[config.mk]
export PLATFORM = sky130hd
export DESIGN_NAME = hid_keyboard_report_builder_core_flat
export DESIGN_NICKNAME = d
export VERILOG_FILES = /design/src/rtl/hidrep_pkg.sv /design/src/rtl/hidrep_if.sv /design/src/rtl/hid_keyboard_report_builder_core.sv /design/src/flat_wrapper.sv
export SDC_FILE = /design/constraint.sdc
export NUM_CORES = 1
export LEC_CHECK = 0
export ABC_AREA = 1
export BUFFER_PORTS_ARGS = -buffer_cell sky130_fd_sc_hd__buf_2
export CAP_MARGIN = 10
export CORE_ASPECT_RATIO = 1.25
export CORE_MARGIN = 4
export CORE_UTILIZATION = 45
export DETAILED_ROUTE_END_ITERATION = 16
export MAX_ROUTING_LAYER = met4
export PLACE_DENSITY_LB_ADDON = 0.3
export SYNTH_ARGS = -nofsm -noshare
export SYNTH_HDL_FRONTEND = slang
export SYNTH_SLANG_ARGS = --single-unit
[constraint.sdc]
create_clock -name clk_i -period 2.3 [get_ports clk_i]
set_input_delay 0.345 -clock clk_i [delete_from_list [all_inputs] [get_ports clk_i]]
set_output_delay 0.345 -clock clk_i [all_outputs]
set_load 0.01 [all_outputs]
[src/rtl/hidrep_pkg.sv]
// Shared types and constants for the HID boot keyboard report builder.
// No dependencies; used by the interfaces, the core and the checker.
package hidrep_pkg;

  localparam int unsigned FUNC_W       = 2;
  localparam int unsigned KEY_W        = 8;
  localparam int unsigned REPORT_SLOTS = 6;

  // Modifier usages occupy 0xE0..0xE7: top five bits fixed, low three pick the bit.
  localparam logic [4:0] MOD_PREFIX = 5'b11100;

  typedef enum logic [FUNC_W-1:0] {
    FUNC_PRESS     = 2'd0,
    FUNC_RELEASE   = 2'd1,
    FUNC_CLEAR_ALL = 2'd2,
    FUNC_TAP       = 2'd3
  } func_e;

  function automatic logic [KEY_W-1:0] modifier_bit(input logic [KEY_W-1:0] code);
    logic [KEY_W-1:0] bits;
    bits = '0;
    if (code[KEY_W-1:3] == MOD_PREFIX) begin
      bits = KEY_W'(1) << code[2:0];
    end
    return bits;
  endfunction

endpackage

[src/rtl/hidrep_if.sv]
// Valid/ready channels for key events and keyboard reports.
// Depends on hidrep_pkg for field widths.
interface hidrep_in_if;
  logic                           valid;
  logic                           ready;
  logic [hidrep_pkg::FUNC_W-1:0]  func;
  logic [hidrep_pkg::KEY_W-1:0]   key_code;
  logic [hidrep_pkg::KEY_W-1:0]   modifier_mask;

  modport source (output valid, func, key_code, modifier_mask, input ready);
  modport sink   (input valid, func, key_code, modifier_mask, output ready);
endinterface

interface hidrep_out_if;
  logic                          valid;
  logic                          ready;
  logic [hidrep_pkg::KEY_W-1:0]  report_modifiers;
  logic [hidrep_pkg::KEY_W-1:0]  slot0;
  logic [hidrep_pkg::KEY_W-1:0]  slot1;
  logic [hidrep_pkg::KEY_W-1:0]  slot2;
  logic [hidrep_pkg::KEY_W-1:0]  slot3;
  logic [hidrep_pkg::KEY_W-1:0]  slot4;
  logic [hidrep_pkg::KEY_W-1:0]  slot5;
  logic                          last_report;

  modport source (output valid, report_modifiers, slot0, slot1, slot2, slot3, slot4, slot5,
                  last_report, input ready);
  modport sink   (input valid, report_modifiers, slot0, slot1, slot2, slot3, slot4, slot5,
                  last_report, output ready);
endinterface

[src/rtl/hid_keyboard_report_builder_core.sv]
// HID boot keyboard report builder core: modifier byte plus key slots, one
// slot compared per cycle. Depends on hidrep_pkg and hidrep_if.
// Sequence: accept, scan of every slot, finish (place a pressed key), load into the output
// register; a tap loads a second report, with modifiers and the tapped key cleared.
// Modifier-only press/release skips the scan and goes straight to the load; zero-code ones are dropped.
// The load waits for a free output register; a new event is accepted only when idle again.
// Reset (rst_ni low, async) clears modifiers, all slots and the output register.
module hid_keyboard_report_builder_core #(
  parameter int unsigned SLOT_COUNT = 6
) (
  input  logic                clk_i,
  input  logic                rst_ni,
  hidrep_in_if.sink           in_i,
  hidrep_out_if.source        out_o
);

  localparam int unsigned KW    = hidrep_pkg::KEY_W;
  localparam int unsigned IDX_W = (SLOT_COUNT > 1) ? $clog2(SLOT_COUNT) : 1;
  localparam logic [IDX_W-1:0] LAST_IDX = IDX_W'(SLOT_COUNT - 1);

  typedef enum logic [1:0] {
    ST_IDLE,
    ST_SCAN,
    ST_FIN,
    ST_EMIT
  } state_e;

  state_e                 state_q, state_d;
  hidrep_pkg::func_e      func_q, func_d;
  logic [KW-1:0]          code_q, code_d;
  logic [KW-1:0]          mods_q, mods_d;
  logic [KW-1:0]          slot_q [SLOT_COUNT];
  logic [KW-1:0]          slot_d [SLOT_COUNT];
  logic [IDX_W-1:0]       idx_q, idx_d;
  logic [IDX_W-1:0]       empty_q, empty_d;
  logic                   found_q, found_d;
  logic                   held_q, held_d;
  logic                   any_q, any_d;
  logic                   second_q, second_d;

  logic                   out_valid_q, out_valid_d;
  logic [KW-1:0]          out_mods_q, out_mods_d;
  logic [KW-1:0]          out_slot_q [hidrep_pkg::REPORT_SLOTS];
  logic [KW-1:0]          out_slot_d [hidrep_pkg::REPORT_SLOTS];
  logic                   out_last_q, out_last_d;

  logic [KW-1:0]          rpt_slot [hidrep_pkg::REPORT_SLOTS];
  logic [KW-1:0]          in_mbit;
  logic [KW-1:0]          cur_slot;
  logic                   cur_eq;
  logic                   cur_zero;

  // Report view of the slot file; slots past the array read as empty.
  for (genvar g = 0; g < hidrep_pkg::REPORT_SLOTS; g++) begin : g_rpt
    if (g < SLOT_COUNT) begin : g_live
      assign rpt_slot[g] = slot_q[g];
    end else begin : g_empty
      assign rpt_slot[g] = '0;
    end
  end

  assign in_mbit  = hidrep_pkg::modifier_bit(in_i.key_code);
  // Shared compare unit: one slot per cycle against the latched code.
  assign cur_slot = slot_q[idx_q];
  assign cur_eq   = (cur_slot == code_q);
  assign cur_zero = (cur_slot == '0);

  assign in_i.ready = (state_q == ST_IDLE);

  always_comb begin
    state_d     = state_q;
    func_d      = func_q;
    code_d      = code_q;
    mods_d      = mods_q;
    slot_d      = slot_q;
    idx_d       = idx_q;
    empty_d     = empty_q;
    found_d     = found_q;
    held_d      = held_q;
    any_d       = any_q;
    second_d    = second_q;
    out_valid_d = out_valid_q;
    out_mods_d  = out_mods_q;
    out_slot_d  = out_slot_q;
    out_last_d  = out_last_q;

    if (out_valid_q && out_o.ready) begin
      out_valid_d = 1'b0;
    end

    case (state_q)
      ST_IDLE: begin
        if (in_i.valid) begin
          func_d   = hidrep_pkg::func_e'(in_i.func);
          code_d   = in_i.key_code;
          idx_d    = '0;
          empty_d  = '0;
          found_d  = 1'b0;
          held_d   = 1'b0;
          any_d    = (mods_q != '0);
          second_d = 1'b0;
          case (hidrep_pkg::func_e'(in_i.func))
            hidrep_pkg::FUNC_PRESS, hidrep_pkg::FUNC_RELEASE: begin
              if (in_i.key_code == '0) begin
                state_d = ST_IDLE;
              end else if (in_mbit != '0) begin
                mods_d  = (in_i.func == hidrep_pkg::FUNC_PRESS) ? (mods_q | in_mbit)
                                                                : (mods_q & ~in_mbit);
                state_d = ST_EMIT;
              end else begin
                state_d = ST_SCAN;
              end
            end
            hidrep_pkg::FUNC_CLEAR_ALL: begin
              mods_d  = '0;
              state_d = ST_SCAN;
            end
            default: begin
              mods_d  = in_i.modifier_mask;
              state_d = ST_SCAN;
            end
          endcase
        end
      end

      ST_SCAN: begin
        case (func_q)
          hidrep_pkg::FUNC_PRESS: begin
            if (cur_eq) begin
              held_d = 1'b1;
            end
            if (cur_zero && !found_q) begin
              found_d = 1'b1;
              empty_d = idx_q;
            end
          end
          hidrep_pkg::FUNC_RELEASE: begin
            if (cur_eq) begin
              slot_d[idx_q] = '0;
            end
          end
          hidrep_pkg::FUNC_CLEAR_ALL: begin
            if (!cur_zero) begin
              any_d = 1'b1;
            end
            slot_d[idx_q] = '0;
          end
          default: begin
            slot_d[idx_q] = (idx_q == '0) ? code_q : '0;
          end
        endcase
        if (idx_q == LAST_IDX) begin
          state_d = ST_FIN;
        end else begin
          idx_d = idx_q + 1'b1;
        end
      end

      ST_FIN: begin
        state_d = ST_EMIT;
        if (func_q == hidrep_pkg::FUNC_PRESS) begin
          if (found_q && !held_q) begin
            slot_d[empty_q] = code_q;
          end
        end else if (func_q == hidrep_pkg::FUNC_CLEAR_ALL && !any_q) begin
          state_d = ST_IDLE;
        end
      end

      ST_EMIT: begin
        if (!out_valid_q || out_o.ready) begin
          out_valid_d = 1'b1;
          out_mods_d  = mods_q;
          out_slot_d  = rpt_slot;
          out_last_d  = (func_q != hidrep_pkg::FUNC_TAP) || second_q;
          if (func_q == hidrep_pkg::FUNC_TAP && !second_q) begin
            // Tap release half: drop modifiers and the tapped key, report again.
            mods_d    = '0;
            slot_d[0] = '0;
            second_d  = 1'b1;
          end else begin
            state_d = ST_IDLE;
          end
        end
      end

      default: begin
        state_d = ST_IDLE;
      end
    endcase
  end

  always_ff @(posedge clk_i or negedge rst_ni) begin
    if (!rst_ni) begin
      state_q     <= ST_IDLE;
      func_q      <= hidrep_pkg::FUNC_PRESS;
      code_q      <= '0;
      mods_q      <= '0;
      for (int i = 0; i < SLOT_COUNT; i++) begin
        slot_q[i] <= '0;
      end
      idx_q       <= '0;
      empty_q     <= '0;
      found_q     <= 1'b0;
      held_q      <= 1'b0;
      any_q       <= 1'b0;
      second_q    <= 1'b0;
      out_valid_q <= 1'b0;
      out_mods_q  <= '0;
      for (int i = 0; i < hidrep_pkg::REPORT_SLOTS; i++) begin
        out_slot_q[i] <= '0;
      end
      out_last_q  <= 1'b0;
    end else begin
      state_q     <= state_d;
      func_q      <= func_d;
      code_q      <= code_d;
      mods_q      <= mods_d;
      slot_q      <= slot_d;
      idx_q       <= idx_d;
      empty_q     <= empty_d;
      found_q     <= found_d;
      held_q      <= held_d;
      any_q       <= any_d;
      second_q    <= second_d;
      out_valid_q <= out_valid_d;
      out_mods_q  <= out_mods_d;
      out_slot_q  <= out_slot_d;
      out_last_q  <= out_last_d;
    end
  end

  assign out_o.valid            = out_valid_q;
  assign out_o.report_modifiers = out_mods_q;
  assign out_o.slot0            = out_slot_q[0];
  assign out_o.slot1            = out_slot_q[1];
  assign out_o.slot2            = out_slot_q[2];
  assign out_o.slot3            = out_slot_q[3];
  assign out_o.slot4            = out_slot_q[4];
  assign out_o.slot5            = out_slot_q[5];
  assign out_o.last_report      = out_last_q;

endmodule

[src/flat_wrapper.sv]
// flat-port wrapper written by rule: the top's interface ports become plain ports
module hid_keyboard_report_builder_core_flat 
#(
  parameter int unsigned SLOT_COUNT = 6
)
  (clk_i, rst_ni, in_i_valid, in_i_func, in_i_key_code, in_i_modifier_mask, in_i_ready, out_o_valid, out_o_report_modifiers, out_o_slot0, out_o_slot1, out_o_slot2, out_o_slot3, out_o_slot4, out_o_slot5, out_o_last_report, out_o_ready);
  hidrep_in_if in_i_i ();
  hidrep_out_if out_o_i ();
  input  logic clk_i;
  input  logic rst_ni;
  input wire logic [$bits(in_i_i.valid)-1:0] in_i_valid;
  input wire logic [$bits(in_i_i.func)-1:0] in_i_func;
  input wire logic [$bits(in_i_i.key_code)-1:0] in_i_key_code;
  input wire logic [$bits(in_i_i.modifier_mask)-1:0] in_i_modifier_mask;
  output wire logic [$bits(in_i_i.ready)-1:0] in_i_ready;
  output wire logic [$bits(out_o_i.valid)-1:0] out_o_valid;
  output wire logic [$bits(out_o_i.report_modifiers)-1:0] out_o_report_modifiers;
  output wire logic [$bits(out_o_i.slot0)-1:0] out_o_slot0;
  output wire logic [$bits(out_o_i.slot1)-1:0] out_o_slot1;
  output wire logic [$bits(out_o_i.slot2)-1:0] out_o_slot2;
  output wire logic [$bits(out_o_i.slot3)-1:0] out_o_slot3;
  output wire logic [$bits(out_o_i.slot4)-1:0] out_o_slot4;
  output wire logic [$bits(out_o_i.slot5)-1:0] out_o_slot5;
  output wire logic [$bits(out_o_i.last_report)-1:0] out_o_last_report;
  input wire logic [$bits(out_o_i.ready)-1:0] out_o_ready;
  assign in_i_i.valid = in_i_valid;
  assign in_i_i.func = in_i_func;
  assign in_i_i.key_code = in_i_key_code;
  assign in_i_i.modifier_mask = in_i_modifier_mask;
  assign in_i_ready = in_i_i.ready;
  assign out_o_valid = out_o_i.valid;
  assign out_o_report_modifiers = out_o_i.report_modifiers;
  assign out_o_slot0 = out_o_i.slot0;
  assign out_o_slot1 = out_o_i.slot1;
  assign out_o_slot2 = out_o_i.slot2;
  assign out_o_slot3 = out_o_i.slot3;
  assign out_o_slot4 = out_o_i.slot4;
  assign out_o_slot5 = out_o_i.slot5;
  assign out_o_last_report = out_o_i.last_report;
  assign out_o_i.ready = out_o_ready;
  hid_keyboard_report_builder_core #(.SLOT_COUNT(SLOT_COUNT)) u_core (.clk_i(clk_i), .rst_ni(rst_ni), .in_i(in_i_i), .out_o(out_o_i));
endmodule
Yosys cells after proc, flatten, opt, wreduce, memory -nomap -nowiden
Cells that the tools add are included.
Widths: inputs -> output; s select.
{"block": "totals", "output_inout_bits": 59, "inputBits": 22, "elab_cells": 163, "regBits": 136}
{"block": "classes", "eq_ne": 29, "order_cmp": 4, "reduce_logical": 38, "add_sub_neg": 1, "muxes": 58, "shifts": 1, "n_bitwise": 7}
{"operator": "$mux 48", "n": 3}
{"operator": "$pmux 48 s3", "n": 1}
{"operator": "$bwmux 48", "n": 2}
{"operator": "$mux 8", "n": 12}
{"operator": "$pmux 40 s2", "n": 1}
{"operator": "$and 48x48->48", "n": 1}
{"operator": "$demux 8 s3", "n": 2}
{"operator": "$not 48->48", "n": 1}
{"operator": "$pmux 8 s2", "n": 2}
{"operator": "$bmux 8 s3", "n": 1}
{"operator": "$pmux 8 s3", "n": 1}
{"operator": "$reduce_and 4->1", "n": 5}
{"operator": "$mux 2", "n": 9}
{"operator": "$ne 2x1->1 const B", "n": 9}
{"operator": "$logic_not 8->1", "n": 2}
{"operator": "$reduce_bool 8->1", "n": 2}
{"operator": "$mux 1", "n": 13}
{"operator": "$mux 3", "n": 4}
{"operator": "$ne 2x2->1 const B", "n": 6}
{"operator": "$pmux 3 s2", "n": 2}
{"operator": "$eq 2x2->1 const B", "n": 5}
{"operator": "$and 8x8->8", "n": 1}
{"operator": "$eq 8x8->1", "n": 1}
{"operator": "$ge 4x4->1 const B", "n": 2}
{"operator": "other kinds (26)", "n": 50}

Depth between registers and ports, before layout
Gate-level depths: netlist of the first run.
{"block": "depth", "ltp_word": 10, "ltp_mapped": 17, "mapped_depth_nobuf": 14}

Worst setup path after synthesis of the first run
Ideal clock, no wire load.
{"block": "synth_timing", "path_type": "register to register", "from": "reg u_core.idx_q[0]", "to": "reg u_core.slot_q (netlist bit u_core.rpt_slot[45])", "period_less_slack_ns": 2.020, "arrival_ns": 1.897, "n_path_buf": 3, "stages_incl_launch_ff": 18, "path_slack_ns": 0.280, "required_time_ns": 2.177, "setup_time_ns": 0.123, "cell_sequence": "dfrtp_1 > buf_2 > inv_2 > buf_2 > nand2_1 > nand3_1 > nand2_1 > nor2_1 > nand2_1 > nand2_1 > nand2_1 > nor2_1 > nand2_1 > nand2_4 > nand2_4 > buf_6 > nand2_1 > o21ai_2"}
{"block": "synth_via", "elab_chain_cells": 10, "elab_cells_between_ends": 20, "classes_between": "order compare: 2; eq/ne: 2; mux: 10; bitwise: 3; reduce/logical: 3"}
{"element": "start, declared", "line_no": "hid_keyboard_report_builder_core.sv:34", "rtl": "logic [IDX_W-1:0] idx_q, idx_d;"}
{"element": "start signal, assigned", "line_no": "hid_keyboard_report_builder_core.sv:220", "rtl": "idx_q <= idx_d;"}
{"element": "$not 3->4"}
{"element": "$ge 4x4->1 (implied by the code) or $lt 4x1->1 (tied branches)", "line_no": "hid_keyboard_report_builder_core.sv:139, hid_keyboard_report_builder_core.sv:146, hid_keyboard_report_builder_core.sv:149"}
{"element": "$logic_and 1x1->1 (implied by the code)", "line_no": "hid_keyboard_report_builder_core.sv:139, hid_keyboard_report_builder_core.sv:146, hid_keyboard_report_builder_core.sv:149"}
{"element": "$mux 8", "line_no": "hid_keyboard_report_builder_core.sv:139, hid_keyboard_report_builder_core.sv:146, hid_keyboard_report_builder_core.sv:149"}
{"element": "$demux 8 s3", "line_no": "hid_keyboard_report_builder_core.sv:139, hid_keyboard_report_builder_core.sv:146, hid_keyboard_report_builder_core.sv:149"}
{"element": "$not 48->48 (no line)"}
{"element": "$and 48x48->48 (no line)"}
{"element": "$mux 48", "line_no": "hid_keyboard_report_builder_core.sv:138", "rtl": "if (cur_eq) begin"}
{"element": "$pmux 48 s3", "line_no": "hid_keyboard_report_builder_core.sv:127", "rtl": "case (func_q)"}
{"element": "$pmux 8 s3", "line_no": "hid_keyboard_report_builder_core.sv:91", "rtl": "case (state_q)"}
{"element": "end signal, assigned", "line_no": "hid_keyboard_report_builder_core.sv:219", "rtl": "slot_q <= slot_d;"}
{"element": "end, declared", "line_no": "hid_keyboard_report_builder_core.sv:32", "rtl": "logic [KW-1:0] slot_q [SLOT_COUNT];"}
Several ways; a longest one is shown, not always the timed one. The select of a mux whose other input is x is not followed.
A chain may end at the register's enable or synchronous reset.

Worst setup path in the final report of the first run
{"block": "layout_timing", "from": "reg u_core.idx_q[0]", "to": "reg u_core.slot_q (netlist bit u_core.rpt_slot[47])"}
Same word-level chain as after synthesis.

==> results of run 1 <==
-- sequential cells by signal, indices dropped and copies added (netlist names), 8 cells and up --
signal and count:
u_core.rpt_slot 48, u_core.code_q 8, u_core.mods_q 8, u_core.out_o.report_modifiers 8
u_core.out_o.slot0 8, u_core.out_o.slot1 8, u_core.out_o.slot2 8, u_core.out_o.slot3 8
u_core.out_o.slot4 8, u_core.out_o.slot5 8
-- cell type report --
type	count	area (um^2)	area share, %
Clock buffer	21	480	5.13
Inverter	87	329	3.52
Tap cell	216	270	2.89
Sequential cell	136	3400	36.4
Timing Repair Buffer	130	970	10.4
Multi-Input combinational cell	720	3760	40.2
Clock inverter	11	145	1.55
-- logic make-up (layout without fill, tap and decap cells) --
group / after synthesis / after routing / synth area share, %
fa+ha+maj: 7 / 7 / 1.16
buf+inv: 133 / 249 / 7.39
compound gates: 205 / 205 / 15.5
flops: 136 / 136 / 45.0
mux: 15 / 15 / 2.23
simple gates: 493 / 493 / 28.8
-- cell usage in the layout, fill, tap and decap left out, types with 5 or more instances in the layout --
master / count
nand2_1: 288
o21ai_0: 139
dfrtp_1: 136
inv_1: 83
buf_2: 79
nand4_1: 66
nand3_1: 54
buf_4: 33
nor2_1: 29
clkbuf_16: 21
mux2_2: 15
a21oi_1: 13
nand2_2: 13
a22oi_1: 12
nor2_2: 10
nor3_1: 9
o21ai_2: 9
o22ai_1: 9
o32ai_1: 8
buf_12: 8
ha_1: 7
nand3_2: 5
nand3_4: 5
nor4_1: 5
o31ai_1: 5
buf_6: 5
-- repair_timing --
item                                   CTS  global route
pin swaps                                0            12
gates cloned                             0             4
gates resized for setup                  1            41
buffers inserted                         0             7
setup endpoints to repair               48            51
endpoints found under the hold margin   52             0
hold buffers                             1             0
-- how the worst min path moves through the flow --
stage | cells past startpoint | endpoint | startpoint
final | 3 | u_core.code_q[3]$_DFFE_PN0P_ | in_i_key_code[3]
after global routing | 3 | u_core.code_q[3]$_DFFE_PN0P_ | in_i_key_code[3]
after CTS | 3 | u_core.code_q[3]$_DFFE_PN0P_ | in_i_key_code[3]
after detailed placement | 1 | u_core.out_o.slot4[3]$_DFFE_PN0P_ | rst_ni
after global placement | 1 | u_core.out_o.slot4[3]$_DFFE_PN0P_ | rst_ni
after floorplan | 0 | u_core.any_q$_DFFE_PN0P_ | rst_ni
-- metal layers --
layer | vias to the layer above | part of all wire (%)
li1 | 3579 | -
met5 | - | 0
met4 | 0 | 4.4
met1 | 3430 | 42
met3 | 71 | 5.7
met2 | 310 | 48
-- through the flow --
stage | setup slack (ns) | power (mW) | util, % | TNS, ns
detailed placement | -0.0380 | 8.79 | 51.5 | -0.585
floorplan | 0.280 | 6.88 | - | 0
global placement | -0.0481 | 8.74 | 51.5 | -1.57
global route | -0.0233 | 13.0 | 57.3 | -0.185
CTS | 0.0382 | 11.7 | 55.4 | 0
finish | 0.111 | 12.2 | 57.3 | 0
-- worst reg2reg max path: cells and delay by family (launching register included) --
| kind | cells | cell delay [ns] |
|---|---|---|
| AO/OA/AOI/OAI | 1 | 0.05 |
| buffers and inverters | 3 | 0.45 |
| flip-flops | 1 | 0.43 |
| AND/OR/NAND/NOR | 12 | 1.14 |
-- report_power, final --
group | switching, mW | internal (mW) | total [mW]
Combinational | 4.09 | 1.91 | 6.01
Sequential | 0.403 | 2.90 | 3.31
Clock | 1.04 | 1.82 | 2.85
Total | 5.54 | 6.64 | 12.2
==> results.tsv, run 1 <==
stage	metric	value	unit
setup_path	worst path bufs/invs	3	
hold_path	worst hold path type	input port to flop	
sta	Max-slew headroom	52.7	%
logic_synthesis	top cells by count, synth	302 x nand2_1, 139 x o21ai_0, 136 x dfrtp_1	
routing	Routed WL per cell	17.5	um
global_route	grt peak-use layer	met2	
die	Core Rows	52	
logic_synthesis	Gate Count Post-Synth	989	
logic_synthesis	Post-synth ARST share	100	%
sta	Final period util	95.2	%
logic_synthesis	count leader, synth	nand2_1	
final_layout	share of cells above drive strength 1	20.9	%
die	Core Region	0.0163	mm^2
clock_network	# clock sinks	136	
sta	endpoints failing setup	0	
setup_path	crit path to	u_core.rpt_slot[47]$_DFFE_PN0P_	
placement	dpl cells	1277	
logic_synthesis	top cells by area, synth	dfrtp_1 45%, nand2_1 15%, o21ai_0 9.2%	
setup_path	CP Capture Type	flop	
setup_path	R2R depth	16	
logic_synthesis	Top FF cell, synth	dfrtp_1	
logic_synthesis	post-synth top area cell	dfrtp_1	
setup_path	R2R setup slack	0.11	ns
setup_path	reg2reg end	u_core.rpt_slot[47]$_DFFE_PN0P_	
global_route	grt met2 use	39.2	%
final_layout	Post-layout nets	1121	
placement	IO Port Bufs	80	
die	Die Height	153	um
clock_network	TritonCTS clock tree	done	
setup_path	nature of the critical path startpoint	flop	
sta	final hold slack	0.167	ns
setup_path	sequence of cells on the critical path	inv_4, buf_4, nand2_1, nand3_1, nand2_1, nor2_2, nand2_1, nand2_1, nand2_1, nor2_2, nand2_2, nand2_4, buf_4, nand2_8, nand2_1, o21ai_2	
clock_network	root buffer cell	clkbuf_16	
final_layout	final-layout fill cell count	1530	
final_layout	antenna cell count	0	
die	IO Count	81	
placement	dpl hpwl	16.9	mm
global_route	total congestion overflow	0	
sta	clk_skew	0.00978	ns
setup_path	Worst path max stage delay	0.43	ns
power	PD cells	1300	mW/mm^2
placement	Placer Congestion	1.04	
setup_path	Worst path most repeated cell	nand2_1	
run_status	status	complete, no violations	
logic_synthesis	Post-synth EDFFs	0	
global_route	initial antenna violation count	0	
sta	worst slew pin tran	0.709	ns
global_route	M1 GR Usage	32.5	%
global_route	vias in the first global route	6832	
clock_network	CTS buffer count	17	
routing	Via Count	7390	
global_route	first-pass GRT wire length	36.4	mm
clock_network	clk buf depth	2	
clock_network	worst-skew pair later-pin latency	0.43	ns
setup_path	crit-path max FO	16	
final_layout	cell area after layout	0.00936	mm^2
setup_path	CP max-delay cell	dfrtp_1	
power	static leakage	4.54	nW
die	Die W	124	um
clock_network	clock transition at the registers of the reported paths	0.06	ns
die	Starting Density	46.4	%
routing	DRC	0	
routing	Iter 0 DRT Violations	522	
routing	routed vias/inst	5.59	
logic_synthesis	Mapped Area	0.00757	mm^2
clock_network	H-tree lvl count	4	
power	worst vdd ir	0.648	mV
sta	Slew Limit Fails	0	
placement	area post-placement	0.00841	mm^2
die	Die Area	0.0190	mm^2
setup_path	Worst EP arrival	2.50	ns
sta	minimum clock period	2.19	ns
logic_synthesis	Seq/Total Area, Yosys	45.0	%
logic_synthesis	Synthesized Nets	1018	
global_route	Total GRT Usage	25.4	%
setup_path	critical path required time	2.61	ns
final_layout	synthesis-to-finish area growth	23.6	%
logic_synthesis	Syn Area/Cell	7.66	um^2
setup_path	CP delay by family, top	simple AND/OR/NAND/NOR gates	
sta	final hold violation count	0	
global_route	largest net degree at the start of global routing	56	
global_route	met3 Usage GRT	3.84	%
logic_synthesis	Synth warnings	0	
sta	fmax	0.457	GHz
routing	WL final	23.1	mm
final_layout	Final Non-Filler Cells	1321	
routing	antenna-violating nets left	0	
setup_path	Critical path origin	u_core.idx_q[0]$_DFFE_PN0P_	
logic_synthesis	register bit total from synthesis	136	
routing	TritonRoute pass-1 iters	5	
setup_path	RR Startpoint	u_core.idx_q[0]$_DFFE_PN0P_	
logic_synthesis	Synth top area share	45.0	%
run	max-cap violations	0	
logic_synthesis	Synth cell types	36	
setup_path	Crit path depth	16	
setup_path	crit path kind	flop to flop	
Power figures use the tool's default switching activity.
==> inputs of run 2 (changes only) <==
Settings changed: ABC_AREA 1 to unset.
==> results.tsv, run 2 <==
stage	metric	value	unit	change
hold_path	hold_sp	in_i_key_code[3]		unchanged
clock_network	TritonCTS clock tree	done		unchanged
sta	Slew Limit Fails	0		unchanged
placement	dpl cells	1000		was 1277
clock_network	CTS buffer count	17		unchanged
final_layout	Post-layout nets	872		was 1121
setup_path	reg2reg end	u_core.rpt_slot[3]$_DFFE_PN0P_		was u_core.rpt_slot[47]$_DFFE_PN0P_
logic_synthesis	Gate Count Post-Synth	670		was 989
logic_synthesis	Synth cell types	54		was 36
routing	routed vias/inst	5.76		was 5.59
power	Combinational Power Share	49.3	%	was 49.4%
power	Psw	5.20	mW	was 5.54 mW
clock_network	H-tree lvl count	4		unchanged
global_route	initial antenna violation count	0		unchanged
run	max-cap violations	0		unchanged
routing	antenna-violating nets left	0		unchanged
clock_network	clk buf depth	2		unchanged
sta	worst slew pin tran	0.547	ns	was 0.709 ns
placement	Placer Congestion	0.978		was 1.04
final_layout	share of cells above drive strength 1	39.5	%	was 20.9%
sta	clk_skew	0.00863	ns	was 0.00978 ns
placement	IO Port Bufs	80		unchanged
hold_path	worst hold path type	input port to flop		unchanged
routing	Iter 0 DRT Violations	468		was 522
hold_path	Hold Crit Depth	3		unchanged
hold_path	hold endpoint	u_core.code_q[3]$_DFFE_PN0P_		unchanged
logic_synthesis	Top FF cell, synth	dfrtp_1		unchanged
logic_synthesis	Post-synth EDFFs	0		unchanged
setup_path	critical path required time	2.61	ns	about the same
setup_path	CP Capture Type	flop		unchanged
routing	Routed WL per cell	20.4	um	was 17.5 um
power	P_int	8.00	mW	was 6.64 mW
logic_synthesis	Syn Area/Cell	10.2	um^2	was 7.66 um^2
setup_path	R2R depth	9		was 16
die	Die W	118	um	was 124 um
setup_path	crit path kind	flop to flop		unchanged
power	static leakage	4.41	nW	was 4.54 nW
die	Starting Density	45.8	%	was 46.4%
sta	unrepaired setup endpoints after global routing	true		
sta	final hold slack	0.131	ns	was 0.167 ns
run_status	failing checks	negative setup slack		
clock_network	clock transition at the registers of the reported paths	0.06	ns	about the same
routing	WL final	21.1	mm	was 23.1 mm
logic_synthesis	Mapped Area	0.00681	mm^2	was 0.00757 mm^2
sta	Worst Slack Setup Final	-0.716	ns	was 0.111 ns
logic_synthesis	Synthesized Nets	699		was 1018
placement	dpl hpwl	15.7	mm	was 16.9 mm
die	Core Region	0.0149	mm^2	was 0.0163 mm^2
final_layout	post-layout util	60.5	%	was 57.3%
power	Power Total	13.2	mW	was 12.2 mW
global_route	grt met2 use	42.1	%	was 39.2%
final_layout	most common cell after layout, fill and taps aside	dfrtp_1		was nand2_1
power	power share of the sequential group	30.1	%	was 27.2%
sta	final hold violation count	0		unchanged
final_layout	antenna cell count	0		unchanged
logic_synthesis	Post-synth ARST share	100	%	unchanged
clock_network	# clock sinks	136		unchanged
power	PD cells	1470	mW/mm^2	was 1300 mW/mm^2
setup_path	nature of the critical path startpoint	flop		unchanged
routing	Via Count	5979		was 7390
sta	fmax	0.332	GHz	was 0.457 GHz
logic_synthesis	Seq/Total Area, Yosys	50.0	%	was 45.0%
power	worst vdd ir	0.710	mV	was 0.648 mV
power	clock share of power	20.5	%	was 23.5%
final_layout	max reg flops	48		unchanged
power	Net Sw Frac	39.4	%	was 45.5%
clock_network	root buffer cell	clkbuf_16		unchanged
global_route	total congestion overflow	0		unchanged
setup_path	Worst EP arrival	3.33	ns	was 2.50 ns
setup_path	crit-path max FO	8		was 16
die	Die Area	0.0172	mm^2	was 0.0190 mm^2
sta	endpoints failing setup	54		was 0
run_status	status	complete, but fails checks		was complete, no violations
logic_synthesis	top cells by count, synth	136 x dfrtp_1, 114 x nand2_1, 69 x mux2_2		was 302 x nand2_1, 139 x o21ai_0, 136 x dfrtp_1
logic_synthesis	Synth top area share	50.0	%	was 45.0%
global_route	Total GRT Usage	26.0	%	was 25.4%
setup_path	R2R setup slack	-0.72	ns	was 0.11 ns
final_layout	final-layout fill cell count	1281		was 1530
global_route	largest net degree at the start of global routing	58		was 56
die	IO Count	81		unchanged
clock_network	worst-skew pair later-pin latency	0.43	ns	about the same
die	Core Rows	50		was 52
logic_synthesis	count leader, synth	dfrtp_1		was nand2_1
logic_synthesis	Synth warnings	0		unchanged
final_layout	Final Non-Filler Cells	1038		was 1321
die	Die Height	146	um	was 153 um
global_route	first-pass GRT wire length	33.5	mm	was 36.4 mm
final_layout	commonest cells after routing, fill and taps aside	134 x dfrtp_1, 111 x nand2_1, 110 x buf_4		was 288 x nand2_1, 139 x o21ai_0, 136 x dfrtp_1
sta	minimum clock period	3.02	ns	was 2.19 ns
setup_path	RR Startpoint	u_core.idx_q[0]$_DFFE_PN0P_		unchanged
routing	DRC	0		unchanged
sta	Fin Setup TNS	-31.65	ns	was 0 ns
routing	TritonRoute pass-1 iters	5		unchanged
logic_synthesis	post-synth top area cell	dfrtp_1		unchanged
global_route	met3 Usage GRT	4.32	%	was 3.84%
final_layout	synthesis-to-finish area growth	32.2	%	was 23.6%
sta	Max-slew headroom	63.4	%	was 52.7%
sta	Final period util	131	%	was 95.2%
logic_synthesis	register bit total from synthesis	136		unchanged
global_route	vias in the first global route	6017		was 6832
logic_synthesis	top cells by area, synth	dfrtp_1 50%, mux2_2 11%, nand2_1 6.3%		was dfrtp_1 45%, nand2_1 15%, o21ai_0 9.2%
global_route	grt peak-use layer	met2		unchanged
global_route	M1 GR Usage	31.8	%	was 32.5%
run 2: logic make-up after synthesis:
logic type	Yosys count	share of synthesized area [%]
AND/OR/NAND/NOR	246	17.3
flip-flops	136	50.0
AO/OA/AOI/OAI	132	13.4
multiplexers	85	13.8
buffers and inverters	58	3.53
adder cells (fa/ha/maj)	7	1.29
XOR/XNOR	6	0.771
run 2: repair_timing:
action                                  in CTS  in global routing
pin swaps                                   12                 11
gates cloned                                 0                  0
setup buffers                                3                  2
endpoints found under the setup margin      54                 54
hold buffers                                 1                  0
hold endpoints to repair                    51                  0
resized for setup                           29                 30
run 2: cell type report:
type	instances	area (um^2)	share of cell area (%)
clock buffers	22	474	5.27
multi-input cells	476	3320	36.9
repair buffers	204	1430	15.8
clock inverters	10	119	1.32
inverters	8	30.0	0.334
well taps	182	228	2.53
flip-flops and latches	136	3410	37.8
run 2: worst max path at each step:
stage	from	to	slack, ns	cells after the start
floorplan	u_core.idx_q[0]$_DFFE_PN0P_	u_core.rpt_slot[0]$_DFFE_PN0P_	-0.69	10
global placement	u_core.idx_q[0]$_DFFE_PN0P_	u_core.rpt_slot[6]$_DFFE_PN0P_	-0.92	8
detailed placement	u_core.idx_q[0]$_DFFE_PN0P_	u_core.rpt_slot[7]$_DFFE_PN0P_	-1.08	8
CTS	u_core.idx_q[0]$_DFFE_PN0P_	u_core.rpt_slot[6]$_DFFE_PN0P_	-0.78	9
global route	u_core.idx_q[0]$_DFFE_PN0P_	u_core.rpt_slot[2]$_DFFE_PN0P_	-0.84	9
finish	u_core.idx_q[0]$_DFFE_PN0P_	u_core.rpt_slot[3]$_DFFE_PN0P_	-0.72	9
run 2: power groups by stage:
stage | Sequential, mW | Combinational [mW] | Clock, mW
detailed placement | 4.01 | 6.05 | 0
global route | 4.08 | 7.00 | 2.87
floorplan | 3.96 | 3.28 | 0
global placement | 3.99 | 5.96 | 0
finish | 3.98 | 6.51 | 2.71
CTS | 3.96 | 6.29 | 2.75
run 2: critical path, stage by stage, from the launching register on:
cell and delay [ns]:
dfrtp_2 0.40, buf_6 0.14, mux2_4 0.29, a222oi_1 0.33, buf_4 0.19, xnor2_2 0.06, nor2_1 0.12, or4b_4 0.52
or4b_4 0.58, a32o_1 0.27
run 2: metal layers:
layer  vias up  routed length [um]
met5         -                   0
met4         0                 916
met3        50                 929
met2       214               10400
met1      2944                8850
li1       2771                   -
run 2: per-stage QoR:
step | area, um^2 | setup slack (ns)
global route | 9000 | -0.840
CTS | 8900 | -0.778
detailed placement | 8210 | -1.08
global placement | 8210 | -0.918
finish | 9000 | -0.716
floorplan | 6870 | -0.687
